==> src/sv/cdmr_pkg.sv <==
// Package for the clock digit matrix renderer.
// Holds the queue entry type, the row constants and the 8x16 digit font.
// No dependencies; used by every module of the block but the checker.
package cdmr_pkg;

    localparam int FIFO_DEPTH = 2;

    localparam int ROW_W       = 4;
    localparam int PIX_W       = 32;
    localparam logic [ROW_W-1:0] ROW_LAST = 4'd15;

    // digit column offsets: hour tens, hour units, minute tens, minute units
    localparam int SHIFT_H10 = 1;
    localparam int SHIFT_H1  = 7;
    localparam int SHIFT_M10 = 17;
    localparam int SHIFT_M1  = 24;

    localparam logic [PIX_W-1:0] COLON_BITS = 32'h0001_8000;

    localparam logic [4:0] HOURS_MAX   = 5'd23;
    localparam logic [5:0] MINUTES_MAX = 6'd59;

    // one time value, already split into decimal digits
    typedef struct packed {
        logic [1:0] hour_tens;
        logic [3:0] hour_units;
        logic [2:0] min_tens;
        logic [3:0] min_units;
        logic       colon_on;
    } cdmr_entry_t;

    // queue status seen by the back end
    typedef struct packed {
        logic valid;
        logic full;
    } cdmr_fifo_stat_t;

    localparam logic [7:0] GLYPH_ROM [0:9][0:15] = '{
        '{8'h00,8'h00,8'h00,8'h18,8'h24,8'h42,8'h42,8'h42,
          8'h42,8'h42,8'h42,8'h42,8'h24,8'h18,8'h00,8'h00},
        '{8'h00,8'h00,8'h00,8'h08,8'h0E,8'h08,8'h08,8'h08,
          8'h08,8'h08,8'h08,8'h08,8'h08,8'h3E,8'h00,8'h00},
        '{8'h00,8'h00,8'h00,8'h3C,8'h42,8'h42,8'h42,8'h20,
          8'h20,8'h10,8'h08,8'h04,8'h42,8'h7E,8'h00,8'h00},
        '{8'h00,8'h00,8'h00,8'h3C,8'h42,8'h42,8'h20,8'h18,
          8'h20,8'h40,8'h40,8'h42,8'h22,8'h1C,8'h00,8'h00},
        '{8'h00,8'h00,8'h00,8'h20,8'h30,8'h28,8'h24,8'h24,
          8'h22,8'h22,8'h7E,8'h20,8'h20,8'h78,8'h00,8'h00},
        '{8'h00,8'h00,8'h00,8'h7E,8'h02,8'h02,8'h02,8'h1A,
          8'h26,8'h40,8'h40,8'h42,8'h22,8'h1C,8'h00,8'h00},
        '{8'h00,8'h00,8'h00,8'h38,8'h24,8'h02,8'h02,8'h1A,
          8'h26,8'h42,8'h42,8'h42,8'h24,8'h18,8'h00,8'h00},
        '{8'h00,8'h00,8'h00,8'h7E,8'h22,8'h22,8'h10,8'h10,
          8'h08,8'h08,8'h08,8'h08,8'h08,8'h08,8'h00,8'h00},
        '{8'h00,8'h00,8'h00,8'h3C,8'h42,8'h42,8'h42,8'h24,
          8'h18,8'h24,8'h42,8'h42,8'h42,8'h3C,8'h00,8'h00},
        '{8'h00,8'h00,8'h00,8'h18,8'h24,8'h42,8'h42,8'h42,
          8'h64,8'h58,8'h40,8'h40,8'h24,8'h1C,8'h00,8'h00}
    };

    function automatic logic [7:0] glyph(input logic [3:0] digit, input logic [3:0] row);
        logic [7:0] g;
        g = 8'h00;
        if (digit <= 4'd9) begin
            g = GLYPH_ROM[digit][row];
        end
        return g;
    endfunction

endpackage

==> src/sv/cdmr_front.sv <==
// Front end: takes input items, clamps hours and minutes and splits them
// into decimal digits for the queue. Depends on cdmr_pkg.
module cdmr_front (
    input  logic                 s_tvalid,
    input  logic [4:0]           hours,
    input  logic [5:0]           minutes,
    input  logic                 colon_on,
    input  logic                 fifo_full,
    output logic                 s_tready,
    output logic                 push,
    output cdmr_pkg::cdmr_entry_t push_entry
);

    logic [4:0] hrs;
    logic [5:0] mins;
    logic [1:0] h_tens;
    logic [4:0] h_base;
    logic [2:0] m_tens;
    logic [5:0] m_base;
    logic [4:0] h_units;
    logic [5:0] m_units;

    assign s_tready = !fifo_full;
    assign push     = s_tvalid && !fifo_full;

    always_comb begin
        hrs  = (hours > cdmr_pkg::HOURS_MAX) ? cdmr_pkg::HOURS_MAX : hours;
        mins = (minutes > cdmr_pkg::MINUTES_MAX) ? cdmr_pkg::MINUTES_MAX : minutes;

        if (hrs >= 5'd20) begin
            h_tens = 2'd2; h_base = 5'd20;
        end else if (hrs >= 5'd10) begin
            h_tens = 2'd1; h_base = 5'd10;
        end else begin
            h_tens = 2'd0; h_base = 5'd0;
        end

        if (mins >= 6'd50) begin
            m_tens = 3'd5; m_base = 6'd50;
        end else if (mins >= 6'd40) begin
            m_tens = 3'd4; m_base = 6'd40;
        end else if (mins >= 6'd30) begin
            m_tens = 3'd3; m_base = 6'd30;
        end else if (mins >= 6'd20) begin
            m_tens = 3'd2; m_base = 6'd20;
        end else if (mins >= 6'd10) begin
            m_tens = 3'd1; m_base = 6'd10;
        end else begin
            m_tens = 3'd0; m_base = 6'd0;
        end

        h_units = hrs - h_base;
        m_units = mins - m_base;

        push_entry.hour_tens  = h_tens;
        push_entry.hour_units = h_units[3:0];
        push_entry.min_tens   = m_tens;
        push_entry.min_units  = m_units[3:0];
        push_entry.colon_on   = colon_on;
    end

endmodule

==> src/sv/cdmr_fifo.sv <==
// Short queue of split time values between front and back end.
// Depends on cdmr_pkg for the entry and status types.
module cdmr_fifo #(
    parameter int DEPTH = cdmr_pkg::FIFO_DEPTH
) (
    input  logic                     aclk,
    input  logic                     aresetn,
    input  logic                     push,
    input  cdmr_pkg::cdmr_entry_t    push_entry,
    input  logic                     pop,
    output cdmr_pkg::cdmr_entry_t    pop_entry,
    output cdmr_pkg::cdmr_fifo_stat_t stat
);

    localparam int PTR_W = (DEPTH > 1) ? $clog2(DEPTH) : 1;
    localparam int CNT_W = $clog2(DEPTH + 1);
    localparam logic [PTR_W-1:0] PTR_LAST = PTR_W'(DEPTH - 1);
    localparam logic [CNT_W-1:0] CNT_FULL = CNT_W'(DEPTH);

    cdmr_pkg::cdmr_entry_t mem [DEPTH];

    logic [PTR_W-1:0] wr_ptr_reg, wr_ptr_next;
    logic [PTR_W-1:0] rd_ptr_reg, rd_ptr_next;
    logic [CNT_W-1:0] count_reg, count_next;

    assign stat.valid = (count_reg != '0);
    assign stat.full  = (count_reg == CNT_FULL);
    assign pop_entry  = mem[rd_ptr_reg];

    always_comb begin
        wr_ptr_next = wr_ptr_reg;
        rd_ptr_next = rd_ptr_reg;
        count_next  = count_reg;
        if (push) begin
            wr_ptr_next = (wr_ptr_reg == PTR_LAST) ? '0 : wr_ptr_reg + 1'b1;
        end
        if (pop) begin
            rd_ptr_next = (rd_ptr_reg == PTR_LAST) ? '0 : rd_ptr_reg + 1'b1;
        end
        if (push && !pop) begin
            count_next = count_reg + 1'b1;
        end else if (pop && !push) begin
            count_next = count_reg - 1'b1;
        end
    end

    always_ff @(posedge aclk) begin
        if (!aresetn) begin
            wr_ptr_reg <= '0;
            rd_ptr_reg <= '0;
            count_reg  <= '0;
        end else begin
            wr_ptr_reg <= wr_ptr_next;
            rd_ptr_reg <= rd_ptr_next;
            count_reg  <= count_next;
        end
    end

    always_ff @(posedge aclk) begin
        if (push) begin
            mem[wr_ptr_reg] <= push_entry;
        end
    end

endmodule

==> src/sv/cdmr_back.sv <==
// Back end: walks the sixteen rows of the current time value, builds each
// row word from the font and holds it in the output register. Uses cdmr_pkg.
module cdmr_back (
    input  logic                      aclk,
    input  logic                      aresetn,
    input  logic                      colour_select,
    input  cdmr_pkg::cdmr_fifo_stat_t fifo_stat,
    input  cdmr_pkg::cdmr_entry_t     pop_entry,
    output logic                      pop,
    input  logic                      m_tready,
    output logic                      m_tvalid,
    output logic [3:0]                row_index,
    output logic [31:0]               red_row,
    output logic [31:0]               green_row,
    output logic                      last_row
);

    cdmr_pkg::cdmr_entry_t cur_reg, cur_next;
    logic                  active_reg, active_next;
    logic [3:0]            row_reg, row_next;
    logic                  out_valid_reg, out_valid_next;
    logic [3:0]            out_row_reg, out_row_next;
    logic [31:0]           out_red_reg, out_red_next;
    logic [31:0]           out_green_reg, out_green_next;
    logic                  out_last_reg, out_last_next;

    logic        emit;
    logic        at_last;
    logic [31:0] word;
    logic [7:0]  g_h10, g_h1, g_m10, g_m1;

    assign emit    = active_reg && (!out_valid_reg || m_tready);
    assign at_last = (row_reg == cdmr_pkg::ROW_LAST);
    // next time value is picked up while idle, or in the same cycle the last row leaves
    assign pop     = fifo_stat.valid && (!active_reg || (emit && at_last));

    always_comb begin
        g_h10 = cdmr_pkg::glyph({2'b00, cur_reg.hour_tens}, row_reg);
        g_h1  = cdmr_pkg::glyph(cur_reg.hour_units, row_reg);
        g_m10 = cdmr_pkg::glyph({1'b0, cur_reg.min_tens}, row_reg);
        g_m1  = cdmr_pkg::glyph(cur_reg.min_units, row_reg);

        word = ({24'd0, g_h1}  << cdmr_pkg::SHIFT_H1)
             | ({24'd0, g_m10} << cdmr_pkg::SHIFT_M10)
             | ({24'd0, g_m1}  << cdmr_pkg::SHIFT_M1);
        // leading zero of the hour is left dark
        if (cur_reg.hour_tens != 2'd0) begin
            word = word | ({24'd0, g_h10} << cdmr_pkg::SHIFT_H10);
        end
        if (cur_reg.colon_on && (row_reg == 4'd5 || row_reg == 4'd6 ||
                                 row_reg == 4'd10 || row_reg == 4'd11)) begin
            word = word | cdmr_pkg::COLON_BITS;
        end
    end

    always_comb begin
        cur_next    = cur_reg;
        active_next = active_reg;
        row_next    = row_reg;
        if (pop) begin
            cur_next    = pop_entry;
            active_next = 1'b1;
            row_next    = '0;
        end else if (emit) begin
            if (at_last) begin
                active_next = 1'b0;
            end
            row_next = row_reg + 1'b1;
        end

        out_valid_next = out_valid_reg;
        out_row_next   = out_row_reg;
        out_red_next   = out_red_reg;
        out_green_next = out_green_reg;
        out_last_next  = out_last_reg;
        if (emit) begin
            out_valid_next = 1'b1;
            out_row_next   = row_reg;
            out_red_next   = colour_select ? 32'd0 : word;
            out_green_next = colour_select ? word : 32'd0;
            out_last_next  = at_last;
        end else if (m_tready) begin
            out_valid_next = 1'b0;
        end
    end

    always_ff @(posedge aclk) begin
        if (!aresetn) begin
            active_reg    <= 1'b0;
            row_reg       <= '0;
            out_valid_reg <= 1'b0;
        end else begin
            active_reg    <= active_next;
            row_reg       <= row_next;
            out_valid_reg <= out_valid_next;
        end
    end

    always_ff @(posedge aclk) begin
        cur_reg       <= cur_next;
        out_row_reg   <= out_row_next;
        out_red_reg   <= out_red_next;
        out_green_reg <= out_green_next;
        out_last_reg  <= out_last_next;
    end

    assign m_tvalid  = out_valid_reg;
    assign row_index = out_row_reg;
    assign red_row   = out_red_reg;
    assign green_row = out_green_reg;
    assign last_row  = out_last_reg;

endmodule

==> src/sv/clock_digit_matrix_renderer.sv <==
// Channel   Dir  Handshake          Payload
// s_axis    in   s_tvalid/s_tready  tdata: hours, minutes, colon_on
// m_axis    out  m_tvalid/m_tready  tdata: row_index, red_row, green_row; tlast: last_row
// cfg       in   cfg_we             cfg_wdata: colour_select
//
// Each time value yields 16 row items, one per cycle while m_tready holds, so in
// steady state an input item is taken once the previous value's rows are out; the back-end row counter sets this pace.
// The first row passes through the queue, the current-value register and the output register.
// Reset (aresetn low, synchronous) empties the queue and the output register
// and sets colour_select to red. Input stalls only when the queue is full;
// output stalls freeze the row counter and leave the queue filling.
// Top level of the clock digit matrix renderer; uses cdmr_pkg, cdmr_front,
// cdmr_fifo and cdmr_back.
module clock_digit_matrix_renderer #(
    parameter int FIFO_DEPTH = cdmr_pkg::FIFO_DEPTH
) (
    input  logic        aclk,
    input  logic        aresetn,
    input  logic        s_tvalid,
    output logic        s_tready,
    input  logic [15:0] s_tdata,   // [4:0] hours, [10:5] minutes, [11] colon_on, [15:12] zero
    output logic        m_tvalid,
    input  logic        m_tready,
    output logic [71:0] m_tdata,   // [3:0] row_index, [35:4] red_row, [67:36] green_row,
                                   // [71:68] zero
    output logic        m_tlast,   // last_row
    input  logic        cfg_we,
    input  logic        cfg_wdata  // colour_select
);

    logic                      colour_select_reg;
    logic                      push;
    logic                      pop;
    cdmr_pkg::cdmr_entry_t     push_entry;
    cdmr_pkg::cdmr_entry_t     pop_entry;
    cdmr_pkg::cdmr_fifo_stat_t fifo_stat;
    logic [3:0]                row_index;
    logic [31:0]               red_row;
    logic [31:0]               green_row;

    always_ff @(posedge aclk) begin
        if (!aresetn) begin
            colour_select_reg <= 1'b0;
        end else if (cfg_we) begin
            colour_select_reg <= cfg_wdata;
        end
    end

    cdmr_front u_front (
        .s_tvalid   (s_tvalid),
        .hours      (s_tdata[4:0]),
        .minutes    (s_tdata[10:5]),
        .colon_on   (s_tdata[11]),
        .fifo_full  (fifo_stat.full),
        .s_tready   (s_tready),
        .push       (push),
        .push_entry (push_entry)
    );

    cdmr_fifo #(
        .DEPTH (FIFO_DEPTH)
    ) u_fifo (
        .aclk       (aclk),
        .aresetn    (aresetn),
        .push       (push),
        .push_entry (push_entry),
        .pop        (pop),
        .pop_entry  (pop_entry),
        .stat       (fifo_stat)
    );

    cdmr_back u_back (
        .aclk          (aclk),
        .aresetn       (aresetn),
        .colour_select (colour_select_reg),
        .fifo_stat     (fifo_stat),
        .pop_entry     (pop_entry),
        .pop           (pop),
        .m_tready      (m_tready),
        .m_tvalid      (m_tvalid),
        .row_index     (row_index),
        .red_row       (red_row),
        .green_row     (green_row),
        .last_row      (m_tlast)
    );

    assign m_tdata = {4'd0, green_row, red_row, row_index};

endmodule

==> config.mk <==
export PLATFORM = sky130hd
export DESIGN_NAME = clock_digit_matrix_renderer
export DESIGN_NICKNAME = d
export VERILOG_FILES = /design/src/sv/cdmr_pkg.sv /design/src/sv/cdmr_front.sv /design/src/sv/cdmr_fifo.sv /design/src/sv/cdmr_back.sv /design/src/sv/clock_digit_matrix_renderer.sv
export SDC_FILE = /design/constraint.sdc
export NUM_CORES = 1
export LEC_CHECK = 0
export BUFFER_PORTS_ARGS = -buffer_cell sky130_fd_sc_hd__buf_2
export CORE_MARGIN = 3
export CORE_UTILIZATION = 64
export CTS_CLUSTER_DIAMETER = 30
export CTS_CLUSTER_SIZE = 25
export DETAILED_ROUTE_END_ITERATION = 8
export PLACE_DENSITY = 0.86
export SYNTH_ARGS = -nofsm -noshare
export SYNTH_HDL_FRONTEND = slang
export SYNTH_SLANG_ARGS = --single-unit
==> constraint.sdc <==
create_clock -name aclk -period 4.9 [get_ports aclk]
set_clock_uncertainty 0.1 [all_clocks]
set_input_delay 0.98 -clock aclk [delete_from_list [all_inputs] [get_ports aclk]]
set_output_delay 0.98 -clock aclk [all_outputs]
set_load 0.03 [all_outputs]
Word level (Yosys, flattened, before mapping)

Memory sizes are Yosys's and may differ from the RTL's. A register that Yosys moved wholly into a read port is not among the register bits.
Cells that the tools add are included.

Register bits after elaboration: 80
Memory bits (writable): 28
Bits in read-only memories: 8192
Input bits: 22
Output and inout bits: 75
Word-level logic and storage cells: 134
Memories: 5

Memories:

| memory           | words | width | rd ports | clocked after memory_dff | wr ports | RTL line        | text |
|---|---|---|---|---|---|---|---|
| (name not given) | 16    | 128   | 1        | 0                        | 0        | cdmr_pkg.sv:65  | `g = GLYPH_ROM[digit][row];` |
| (name not given) | 16    | 128   | 1        | 0                        | 0        | cdmr_pkg.sv:65  |  |
| (name not given) | 16    | 128   | 1        | 0                        | 0        | cdmr_pkg.sv:65  |  |
| (name not given) | 16    | 128   | 1        | 0                        | 0        | cdmr_pkg.sv:65  |  |
| u_fifo.mem       | 2     | 14    | 1        | 1                        | 1        | cdmr_fifo.sv:20 | `cdmr_pkg::cdmr_entry_t mem [DEPTH];` |

Add/subtract/negate cells: 7
Magnitude comparators: 18
Eq/ne operators: 6
Mux-type cells: 53
Bitwise logic cells: 9
Reductions and logical operators: 25

Operators with widths:

| kind                                                               | count |
|---|---|
| two-way mux 128 bit                                                | 8 |
| binary-select mux 8 bit (select 4 bit)                             | 4 |
| two-way mux 8 bit                                                  | 12 |
| two-way mux 32 bit                                                 | 1 |
| bitwise OR 32 bit                                                  | 1 |
| bitwise OR 32 x 9 -> 32 bit                                        | 1 |
| greater-or-equal comparator 5 bit (second input constant)          | 6 |
| two-way mux 4 bit                                                  | 7 |
| bitwise OR 15 x 25 -> 25 bit                                       | 1 |
| two-way mux 17 bit                                                 | 1 |
| inverter 4 -> 5 bit                                                | 3 |
| equality test 4 bit (second input constant)                        | 3 |
| greater-or-equal comparator 6 x 5 -> 1 bit (second input constant) | 2 |
| greater-or-equal comparator 6 bit (second input constant)          | 2 |
| two-way mux 3 bit                                                  | 4 |
| nonzero test 2 bit                                                 | 6 |
| two-way mux 1 bit                                                  | 11 |
| equality test 4 x 3 -> 1 bit (second input constant)               | 2 |
| less-or-equal comparator 4 bit (second input constant)             | 2 |
| subtractor 4 bit                                                   | 2 |
| logical AND 1 bit                                                  | 7 |
| greater-or-equal comparator 6 x 4 -> 1 bit (second input constant) | 1 |
| > comparator 6 bit (second input constant)                         | 1 |
| two-way mux 2 bit                                                  | 3 |
| 18 further kinds                                                   | 27 |

Logic depth before layout (Yosys ltp)

Gate-level depths: netlist of the first run.

Depth after elaboration: 13
Mapped depth: 11
Depth with buffers taken out: 11

Hierarchy

A second synthesis of the first run with hierarchy kept.

Cell total of the unflattened synthesis: 810
Area, all modules: 7808.7 um^2

Modules (own cells, without submodules):

| module                      | instances | cells an instance | area each (um^2) | seq. area each (um^2) |
|---|---|---|---|---|
| cdmr_back                   | 1         | 680               | 6112.1           | 2192.1 |
| cdmr_fifo                   | 1         | 65                | 1227.4           | 940.9 |
| cdmr_front                  | 1         | 57                | 399.1            | 0.0 |
| clock_digit_matrix_renderer | 1         | 8                 | 70.1             | 20.0 |

Worst setup path before layout of the first run

No wires, ideal clock.

Kind: input to register
Start: input m_tready
End: register u_back.row_reg[3]
Setup time: 0.117 ns
Data arrival time: 3.273 ns
Data required time: 4.683 ns
Setup slack: 1.411 ns
Stages on the path: 6
Buffers on the path: 1
Cell sequence: nor2b_1 -> nor2b_1 -> clkbuf_1 -> nand3_1 -> xnor2_1 -> nor2_1

Cells in the longest elaborated chain, start to end: 6

RTL lines:

| item                         | RTL line                          | text |
|---|---|---|
| from (decl)                  | clock_digit_matrix_renderer.sv:23 | `input logic m_tready,` |
| logical OR 1 bit *           | cdmr_back.sv:32                   | `assign emit = active_reg && (!out_valid_reg \|\| m_tready);` |
| logical AND 1 bit *          | cdmr_back.sv:32                   |  |
| named net u_back.emit        | cdmr_back.sv:27                   | `logic emit;` |
| logical AND 1 bit            | cdmr_back.sv:35                   | `assign pop = fifo_stat.valid && (!active_reg \|\| (emit && at_last));` |
| logical OR 1 bit             | cdmr_back.sv:35                   |  |
| logical AND 1 bit            | cdmr_back.sv:35                   |  |
| OR reduction 2 bit (no line) | n/a                               |  |
| to (signal assigned)         | cdmr_back.sv:94                   | `row_reg <= row_next;` |
| to (decl)                    | cdmr_back.sv:20                   | `logic [3:0] row_reg, row_next;` |

Mark *: on every way through the listed nets, which the timed path passes. The rest lies on a longest branch.
A chain may end at the register's enable or synchronous reset.

Final worst setup path of the first run

Start: register u_back.cur_reg[1] (netlist name)
End: register u_back.out_green_reg[30], in the netlist u_back.green_row[30], data pin

Cells in the longest elaborated chain, start to end: 11
Elaborated cells on any way between the ends: 12
Those cells by class: order compare: 1; mux: 7; bitwise: 3; memory: 1

RTL lines:

| item                                                    | RTL line         | text |
|---|---|---|
| inverter 4 -> 5 bit (implied by the code)               | cdmr_pkg.sv:65   |  |
| memory (16 x 128 bit)                                   | n/a              |  |
| two-way mux 128 bit (implied by the code) (2 in series) | cdmr_pkg.sv:65   |  |
| binary-select mux 8 bit (select 4 bit)                  | cdmr_pkg.sv:65   |  |
| two-way mux 8 bit (implied by the code) (2 in series)   | cdmr_pkg.sv:65   |  |
| two-way mux 8 bit *                                     | cdmr_pkg.sv:64   | `if (digit <= 4'd9) begin` |
| bitwise OR 32 bit *                                     | cdmr_back.sv:45  | `\| ({24'd0, g_m1} << cdmr_pkg::SHIFT_M1);` |
| bitwise OR 32 x 9 -> 32 bit                             | cdmr_back.sv:48  | `word = word \| ({24'd0, g_h10} << cdmr_pkg::SHIFT_H10);` |
| two-way mux 32 bit *                                    | cdmr_back.sv:47  | `if (cur_reg.hour_tens != 2'd0) begin` |
| to (signal assigned)                                    | cdmr_back.sv:103 | `out_green_reg <= out_green_next;` |
| to (decl)                                               | cdmr_back.sv:24  | `logic [31:0] out_green_reg, out_green_next;` |

Every way passes the cells marked *; elsewhere a longest branch is shown, timed or not. The select of a mux whose other input is x is not followed.

==> impl_results.md, run 1 <==
* Setup Total Neg Slack at 0 ns
* Measured slew at the worst slew-check pin at between 1 and 1.5 ns
* Critical Path AT at between 3 and 4 ns
* Hold-critical path depth at 1
* Post-synthesis compound-gate area fraction at between 20 and 25%
* Horizontal extent of the die at about 120 um
* Ratio of final minimum period to clock period at between 60% and 70%
* Post-synthesis adder-cell area fraction at ~4.8%
* Commonest non-fill, non-tap cell in the layout: sky130_fd_sc_hd__edfxtp_1
* DRC violation total after the first TritonRoute iteration at ~980
* Largest family of logic cells by synthesized area: compound AO/OA/AOI/OAI gates
* Simple-gate portion of the synthesized area at ~18%
* Most frequent cells in the layout: sky130_fd_sc_hd__edfxtp_1, sky130_fd_sc_hd__buf_2, sky130_fd_sc_hd__nor2_1
* Initial Utilization at about two thirds
* Min Clock Period, post-route at 3.22 ns
* Proportion of synthesized flip-flops having asynchronous set or reset at 0%
* Hold_buf cts at 0
* Area of the core at about 12000 um^2
* Clock net sink count at approximately 110
* Clock tree from TritonCTS: built
* Worst-path maximum fanout at 17
* Routed wire per std cell at ~21 um
* Worst supply voltage drop on vdd at roughly 0.38 mV
* Total design power at between 4 and 5 mW
* Maximum number of pins on one net before global-route repair at 57
* Worst setup path startpoint: u_back.cur_reg[1]
* Pre-Repair DR Iteration Count at 5
* Run status: finished, final reports clean
* Clock-pin slew of the registers on the worst-case setup and hold paths at about 0.080 ns
* Setup Viol. Count Final at 0
* Clock insertion delay at the later pin of the skew report at about 0.36 ns
* Vias after detailed routing at 6566
* Via/cell ratio at about 6.7
* Top-level port count at just under 100
* Post-detailed-route DRC marker count at 0
* Antenna Diode Count at 0
* Total setup buffers inserted after CTS at 0
* Seq/Total Area, Yosys at between 40% and 50%
* XOR/XNOR Fraction of Synth Area at 1.24%
* Power Dens Cells at about 540 nW/um^2
* Mux contribution to synthesized area at 4.40%
* Number of buffers inserted during clock tree synthesis at 9
* Die Y at 116 um
* Max-Cap Viols at 0
* Yosys reg bits at ~110
* Average size of a mapped cell at between 9 and 10 um^2
* Critical path class: register to register
* Number of distinct standard cells referenced by the synthesized netlist at just over 80
* Global router's overall resource usage at slightly above 30%
* Antenna violations before repair at 0
* Root buffer cell: sky130_fd_sc_hd__clkbuf_16
* Die Outline Area at about 13000 um^2
* Post-synth EDFFs at 97
* Port bufs at 76
* Dpl hpwl at between 10 and 15 mm
* Endpoints failing hold at 0
* Number of global-route vias before repair at between 5000 and 6000
* # H-tree levels at 3
* Area overhead of the layout relative to synthesis at 5.06%
* Worst reg2reg path startpoint: u_back.cur_reg[1]
* Class of the tightest hold or removal check: register to register
* Setup repair after global routing missed its margin: false
* Total Nets Final at slightly below 900
* Number of pins exceeding their max-slew limit in the final report at 0
* Post-synthesis instance total at ~800
* Flip-flop count of the largest register after layout at 28
* Ratio of cells with drive above 1 in the final layout at roughly 17%
* Weighted congestion reported at the end of routability-driven placement at 0.975
* Top flip-flop cell by instance count after synthesis: sky130_fd_sc_hd__edfxtp_1
* Register ranked first by flip-flop count: u_fifo.mem
* Category of the worst setup path launch point: register
* Critical Path Sink Type: register
* Antenna Nets Post-Route at 0
* Gates resized, CTS repair at 0
* Global-route congestion overflow total at 0
* DRT Wirelength at a little over 20 mm
* Clk buf depth at 2
* Leakage power figure at 3.08 nW
* Wire length of the first global-routing pass at 31.6 mm
* Headroom to the max-slew limit at ~17%
* Mapped Area at roughly 7800 um^2
* Max Clock Freq at between 300 and 400 MHz
* Critical path data required time at between 4 and 5 ns
* Hold_sp: u_back.active_reg
* Std cell rows at 39
* Synthesis warning total at 0
* Logic depth of the worst register-to-register path at 7
[cell usage after synthesis (8+ instances only)]
| master | count | area (um^2) |
|---|---|---|
| sky130_fd_sc_hd__nor2b_1 | 18 | 113 |
| sky130_fd_sc_hd__edfxtp_1 | 97 | 2910 |
| sky130_fd_sc_hd__nor3_1 | 22 | 110 |
| sky130_fd_sc_hd__buf_6 | 11 | 124 |
| sky130_fd_sc_hd__dfxtp_1 | 11 | 220 |
| sky130_fd_sc_hd__mux2_2 | 17 | 191 |
| sky130_fd_sc_hd__ha_1 | 28 | 350 |
| sky130_fd_sc_hd__nand3b_1 | 13 | 97.6 |
| sky130_fd_sc_hd__xnor2_1 | 9 | 78.8 |
| sky130_fd_sc_hd__a31oi_1 | 14 | 87.6 |
| sky130_fd_sc_hd__buf_4 | 25 | 188 |
| sky130_fd_sc_hd__buf_2 | 26 | 130 |
| sky130_fd_sc_hd__nand3_1 | 14 | 70.1 |
| sky130_fd_sc_hd__a211oi_1 | 13 | 97.6 |
| sky130_fd_sc_hd__mux2i_1 | 15 | 150 |
| sky130_fd_sc_hd__and2_1 | 24 | 150 |
| sky130_fd_sc_hd__o21ai_0 | 47 | 235 |
| sky130_fd_sc_hd__inv_1 | 31 | 116 |
| sky130_fd_sc_hd__nand2_1 | 50 | 188 |
| sky130_fd_sc_hd__a221oi_1 | 8 | 70.1 |
| sky130_fd_sc_hd__clkbuf_1 | 22 | 82.6 |
| sky130_fd_sc_hd__a21oi_1 | 46 | 230 |
| sky130_fd_sc_hd__o211ai_1 | 11 | 82.6 |
| sky130_fd_sc_hd__nor2_1 | 62 | 233 |
| sky130_fd_sc_hd__nand2b_1 | 22 | 138 |
[power breakdown]
part | internal (mW) | total, mW | switching (mW)
clock | 0.402 | 0.737 | 0.335
combinational | 0.730 | 2.15 | 1.42
sequential | 1.29 | 1.53 | 0.240
total | 2.42 | 4.41 | 2.00
[routing by layer]
| layer | GRT usage, % | share of wire [%] | vias up |
|---|---|---|---|
| li1 | - | - | 2999 |
| met2 | 47.5 | 46 | 426 |
| met4 | 9.20 | 1.6 | 0 |
| met3 | 9.02 | 11 | 38 |
| met5 | 0 | 0 | - |
| met1 | 40.6 | 41 | 3103 |
[cell type report]
cell class              count  area, um^2
fillers                   897        3500
multi-input cells         591        3960
well taps                 143         179
repair buffers             85         460
inverters                  34         128
clock buffers              10         229
clock inverters             6        71.3
flip-flops and latches    108        3130
[critical path: stages, from the launching register on]
cell                        delay (ns)
sky130_fd_sc_hd__edfxtp_1         0.75
sky130_fd_sc_hd__inv_1            0.19
sky130_fd_sc_hd__ha_1             0.48
sky130_fd_sc_hd__or3b_1           0.25
sky130_fd_sc_hd__a21oi_1          0.06
sky130_fd_sc_hd__a2111oi_0        0.75
sky130_fd_sc_hd__o311a_1          0.33
sky130_fd_sc_hd__nor3_2           0.06
[final timing paths]
kind	endpoint	slack, ns
setup / recovery	u_back.green_row[30]	1.68
setup reg to reg	u_back.green_row[30]	1.68
hold / removal	u_back.m_tvalid	0.40
hold reg to reg	u_back.m_tvalid	0.40
[stage by stage]
stage	hold WS (ns)	instance area (um^2)	utilization [%]	std cells	setup WS, ns
2_1_floorplan	0.331	7820	-	824	1.41
3_3_place_gp	0.367	7860	67.4	961	1.90
3_5_place_dp	0.382	7860	67.4	961	1.87
4_1_cts	0.403	8160	70.0	977	1.86
5_1_grt	0.448	8160	70.0	977	1.56
6_report	0.399	8160	70.0	977	1.68
[kinds of logic (layout without fill, tap and decap cells)]
logic type	after synthesis	in the layout
AND/OR/NAND/NOR	263	263
adder cells (fa/ha/maj)	29	29
buffers and inverters	125	135
XOR/XNOR	11	11
flip-flops	108	108
multiplexers	32	32
AO/OA/AOI/OAI	240	240
other	1	16
No activity file was read; power rests on OpenSTA's default activity.
==> run 2: changes to the inputs <==
--- a/config.mk
+++ b/config.mk
@@ -7,11 +7,11 @@
 export LEC_CHECK = 0
 export BUFFER_PORTS_ARGS = -buffer_cell sky130_fd_sc_hd__buf_2
 export CORE_MARGIN = 3
-export CORE_UTILIZATION = 64
+export CORE_UTILIZATION = 59
 export CTS_CLUSTER_DIAMETER = 30
 export CTS_CLUSTER_SIZE = 25
 export DETAILED_ROUTE_END_ITERATION = 8
-export PLACE_DENSITY = 0.86
+export PLACE_DENSITY = 0.8
 export SYNTH_ARGS = -nofsm -noshare
 export SYNTH_HDL_FRONTEND = slang
 export SYNTH_SLANG_ARGS = --single-unit
==> constraint.sdc (replaced) <==
create_clock -name aclk -period 3 [get_ports aclk]
set_clock_uncertainty 0.1 [all_clocks]
set_input_delay 0.6 -clock aclk [delete_from_list [all_inputs] [get_ports aclk]]
set_output_delay 0.6 -clock aclk [all_outputs]
set_load 0.03 [all_outputs]
==> impl_results.md, run 2 (synthesis results as in run 1) <==
* Antenna Nets Post-Route at 0
* Number of buffers inserted during clock tree synthesis at 9
* Weighted congestion reported at the end of routability-driven placement at ~0.95
* Clock-pin slew of the registers on the worst-case setup and hold paths at about 0.060 ns
* Hold_buf cts at 0
* Max Clock Freq at about 350 MHz
* Cell with the largest stage delay on the worst path: sky130_fd_sc_hd__a2111oi_0
* Flip-flop count of the largest register after layout at 28
* Endpoints failing hold at 0
* Setup Viol. Count Final at 0
* Dpl hpwl at 14.2 mm
* Antenna Diode Count at 0
* Die Outline Area at roughly 15000 um^2
* Clock tree from TritonCTS: built
* Max-Cap Viols at 0
* Critical Path AT at ~2.9 ns
* Worst-path maximum fanout at 9
* Critical path class: register to register
* Critical Path Sink Type: register
* Most frequent cells in the layout: sky130_fd_sc_hd__edfxtp_1, sky130_fd_sc_hd__buf_2, sky130_fd_sc_hd__nor2_1
* Die Y at 121 um
* Category of the worst setup path launch point: register
* Number of pins exceeding their max-slew limit in the final report at 0
* Leakage power figure at 3.20 nW
* # fillers at just over 1000
* Gates resized, CTS repair at 0
* Clk buf depth at 2
* Class of the tightest hold or removal check: input port to register
* Routed wire per std cell at 19.5 um
* Clock net sink count at 108
* DRT Wirelength at roughly 20 mm
* Post-detailed-route DRC marker count at 0
* Final design utilization at between 60% and 70%
* Total design power at between 7 and 8 mW
* Area overhead of the layout relative to synthesis at 8.09%
* Run status: finished, final reports clean
* Ratio of cells with drive above 1 in the final layout at between 10% and 20%
* Commonest non-fill, non-tap cell in the layout: sky130_fd_sc_hd__edfxtp_1
* Register ranked first by flip-flop count: u_fifo.mem
* Setup Total Neg Slack at 0 ns
* Global router's overall resource usage at 27.5%
* Min Clock Period, post-route at 2.89 ns
* DRC violation total after the first TritonRoute iteration at 758
* Pre-Repair DR Iteration Count at 5
* Antenna violations before repair at 0
* Wire length of the first global-routing pass at 31.4 mm
* Critical path data required time at roughly 3 ns
* # H-tree levels at 3
* Via/cell ratio at 6.30
* Top-level port count at between 90 and 100
* Max stage delay on crit path at ~0.93 ns
* Power Dens Cells at roughly 870 nW/um^2
* Worst-path cell chain: inv_1 > ha_1 > nor2_1 > o31ai_1 > a2111oi_0 > a31oi_1 > and2_1
* Total setup buffers inserted after CTS at 0
* Headroom to the max-slew limit at between 20 and 30%
* Area of the core at roughly 13000 um^2
* Port bufs at 76
* Number of global-route vias before repair at between 5000 and 6000
* Global-route congestion overflow total at 0
* Ratio of final minimum period to clock period at a little over nine tenths
* Horizontal extent of the die at roughly 120 um
* Std cell rows at 41
* Maximum number of pins on one net before global-route repair at 51
* Worst path buffer plus inverter count at 1
* Initial Utilization at about three fifths
* Measured slew at the worst slew-check pin at 1.03 ns
* Largest delay share family, worst path: compound AO/OA/AOI/OAI gates
* Clock insertion delay at the later pin of the skew report at 0.35 ns
* Vias after detailed routing at approximately 6500
* Root buffer cell: sky130_fd_sc_hd__clkbuf_16
* Setup repair after global routing missed its margin: false
* Total Nets Final at around 900
* Worst supply voltage drop on vdd at about 0.57 mV
==> run 2: cell count changes in the layout (fill, tap and decap cells not counted), sizes merged <==
cell | previous run | this run
clkinvlp | 1 | 0
clkbuf | 10 | 13
inv | 35 | 33
buf | 85 | 109
==> run 2: power by group <==
part	leakage [nW]	switching [mW]	internal [mW]
Sequential	1.02	0.323	2.10
Clock	0.138	0.483	0.645
Combinational	2.04	2.39	1.33
==> run 2: layer usage <==
layer	routed length (um)	share of wire, %	track usage, %
met1	8440	42	38.5
met3	2120	11	4.91
met4	615	3.1	12.4
met2	8890	44	41.6
met5	0	0	0
==> run 2: layout make-up <==
| type | instances | area [um^2] | share of cell area (%) |
|---|---|---|---|
| multi-input combinational | 591 | 3960 | 47.2 |
| sequential | 108 | 3130 | 37.3 |
| timing repair buffer | 109 | 678 | 8.08 |
| clock buffer | 13 | 240 | 2.86 |
| tap | 172 | 215 | 2.56 |
| inverter | 34 | 128 | 1.52 |
| clock inverter | 3 | 40.0 | 0.477 |
==> run 2: worst paths after layout <==
path | start | to | slack (ns) | cells past startpoint
worst max register to register | u_back.cur_reg[6] | u_back.red_row[22] | 0.11 | 7
worst min register to register | u_back.active_reg | u_back.m_tvalid | 0.39 | 1
worst max-delay path | u_back.cur_reg[6] | u_back.red_row[22] | 0.11 | 7
worst min-delay path | s_tdata[11] | u_fifo.mem[1][0] | 0.34 | 1
==> run 2: stage by stage <==
stage / worst slack, ns / hold slack [ns] / instance area (um^2) / std cells
2_1_floorplan: 0.428 / 0.331 / 7830 / 824
3_3_place_gp: 0.238 / 0.368 / 8110 / 1014
3_5_place_dp: 0.261 / 0.378 / 8110 / 1014
4_1_cts: 0.235 / 0.328 / 8390 / 1030
5_1_grt: 0.0668 / 0.333 / 8400 / 1030
6_report: 0.106 / 0.336 / 8400 / 1030
==> run 2: worst register-to-register path, stage by stage (launching register included) <==
cell and delay, ns:
sky130_fd_sc_hd__edfxtp_1 0.52, sky130_fd_sc_hd__inv_1 0.15, sky130_fd_sc_hd__ha_1 0.33, sky130_fd_sc_hd__nor2_1 0.20
sky130_fd_sc_hd__o31ai_1 0.10, sky130_fd_sc_hd__a2111oi_0 0.93, sky130_fd_sc_hd__a31oi_1 0.11, sky130_fd_sc_hd__and2_1 0.22
==> run 3: changes to the inputs <==
--- a/config.mk
+++ b/config.mk
@@ -12,6 +12,7 @@
 export CTS_CLUSTER_SIZE = 25
 export DETAILED_ROUTE_END_ITERATION = 8
 export PLACE_DENSITY = 0.8
+export SETUP_SLACK_MARGIN = 0.2
 export SYNTH_ARGS = -nofsm -noshare
 export SYNTH_HDL_FRONTEND = slang
 export SYNTH_SLANG_ARGS = --single-unit
==> impl_results.md, run 3 (synthesis results as in run 1) <==
* Register ranked first by flip-flop count: u_fifo.mem
* Die Y at ~120 um
* Via/cell ratio at roughly 6.3
* Max-Cap Viols at 0
* Flip-flop count of the largest register after layout at 28
* Fin cells at roughly 1000
* Worst path buffer plus inverter count at 1
* Class of the tightest hold or removal check: input port to register
* Switching power share of the total at between 40 and 50%
* Ratio of cells with drive above 1 in the final layout at slightly below 20%
* Worst supply voltage drop on vdd at 0.566 mV
* Comb power frac at between 50% and 60%
* Number of buffers inserted during clock tree synthesis at 9
* Worst-path cell chain: inv_1 > ha_1 > nor2_1 > o31ai_1 > a2111oi_1 > a31oi_1 > and2_1
* Clock-pin slew of the registers on the worst-case setup and hold paths at roughly 0.060 ns
* Post-placement setup slack at roughly 0.26 ns
* Number of pins exceeding their max-slew limit in the final report at 0
* Endpoints failing hold at 0
* Critical path class: register to register
* Setup repair after global routing missed its margin: false
* Post-Layout Inst Area at approximately 8400 um^2
* # H-tree levels at 3
* Antenna violations before repair at 0
* Antenna Diode Count at 0
* Largest delay share family, worst path: compound AO/OA/AOI/OAI gates
* Proportion of power drawn by flip-flops and latches at 33.2%
* Final design utilization at between 60% and 70%
* Area overhead of the layout relative to synthesis at 8.17%
* Post-detailed-route DRC marker count at 0
* Setup Total Neg Slack at 0 ns
* Std cell rows at 41
* Global-route congestion overflow total at 0
* Top-level port count at 97
* Most frequent cells in the layout: sky130_fd_sc_hd__edfxtp_1, sky130_fd_sc_hd__buf_2, sky130_fd_sc_hd__nor2_1
* Measured slew at the worst slew-check pin at roughly 0.86 ns
* Headroom to the max-slew limit at 42.7%
* Total placed instance area at about 8000 um^2
* Critical Path AT at roughly 2.7 ns
* Port bufs at 76
* Total setup buffers inserted after CTS at 0
* Number of global-route vias before repair at approximately 6000
* Horizontal extent of the die at around 120 um
* Clock Power Share at between 15 and 20%
* Vias after detailed routing at between 6000 and 7000
* Max Clock Freq at about 370 MHz
* Total design power at 7.29 mW
* Commonest non-fill, non-tap cell in the layout: sky130_fd_sc_hd__edfxtp_1
* Switching pwr at around 3.2 mW
* Min setup slack post-route at 0.261 ns
* Dpl hpwl at 14.2 mm
* Cell with the largest stage delay on the worst path: sky130_fd_sc_hd__a2111oi_1
* Clock insertion delay at the later pin of the skew report at 0.35 ns
* Global router's overall resource usage at between 20% and 30%
* Run status: finished, final reports clean
* Hold-critical path depth at 1
* Power Dens Cells at 868 nW/um^2
* Clk buf depth at 2
* Critical Path Sink Type: register
* # fillers at 1021
* Maximum number of pins on one net before global-route repair at between 50 and 60
* Initial Utilization at between 60% and 70%
* Logic depth of the worst register-to-register path at 7
* DRC violation total after the first TritonRoute iteration at between 800 and 900
* Hold_buf cts at 0
* Internal Dissipation at around 4 mW
* Clock tree from TritonCTS: built
* Setup Viol. Count Final at 0
* Path length in cells of the critical path at 7
* Worst-path maximum fanout at 9
* Max stage delay on crit path at 0.75 ns
* Area of the core at between 10000 and 15000 um^2
* Ratio of final minimum period to clock period at between 90 and 100%
* Antenna Nets Post-Route at 0
* Weighted congestion reported at the end of routability-driven placement at between 0.9 and 1
* Critical path data required time at around 3.0 ns
* Leakage power figure at roughly 3.2 nW
* Total Nets Final at approximately 900
* Smallest hold slack at between 0.3 and 0.4 ns
* Die Outline Area at ~15000 um^2
* Min Clock Period, post-route at roughly 2.7 ns
* Dpl cells at about 1000
* Pre-Repair DR Iteration Count at 8
* Routed wire per std cell at 19.6 um
* Root buffer cell: sky130_fd_sc_hd__clkbuf_16
* DRT Wirelength at roughly 20 mm
* Category of the worst setup path launch point: register
* Clock net sink count at 108
* Wire length of the first global-routing pass at 31.4 mm
run 3: cell count changes in the layout (fill, tap and decap cells not counted):
| cell | change |
|---|---|
| sky130_fd_sc_hd__a2111oi_2 | +1 |
| sky130_fd_sc_hd__a2111oi_0 | -1 |
run 3: power by group through the flow:
stage          Combinational [mW]  Clock [mW]  Sequential (mW)
2_1_floorplan                2.54           0             2.65
3_3_place_gp                 3.60           0             2.43
3_5_place_dp                 3.64           0             2.44
4_1_cts                      3.66        1.15             2.41
5_1_grt                      4.04        1.20             2.46
6_report                     3.74        1.13             2.42
run 3: final cells by class:
type	instances	area, um^2	area share (%)
tap	172	215	2.56
inverter	34	128	1.52
multi-input combinational	591	3970	47.2
clock inverter	3	40.0	0.477
sequential	108	3130	37.3
timing repair buffer	109	678	8.07
clock buffer	13	240	2.86
run 3: final timing paths:
check,from,to,slack (ns)
max,u_back.cur_reg[6],u_back.red_row[22],0.26
min,s_tdata[11],u_fifo.mem[1][0],0.34
max reg2reg,u_back.cur_reg[6],u_back.red_row[22],0.26
min reg2reg,u_back.active_reg,u_back.m_tvalid,0.39
run 3: routing by layer:
layer,vias up,wire length [um],track usage (%)
li1,3056,-,-
met1,3049,8480,38.5
met2,373,9000,41.6
met3,53,2020,4.91
met4,0,662,12.4
met5,-,0,0
run 3: repair_timing:
action	in CTS	in global routing
setup endpoints to repair	0	4
gates resized for setup	0	3
hold endpoints to repair	0	0
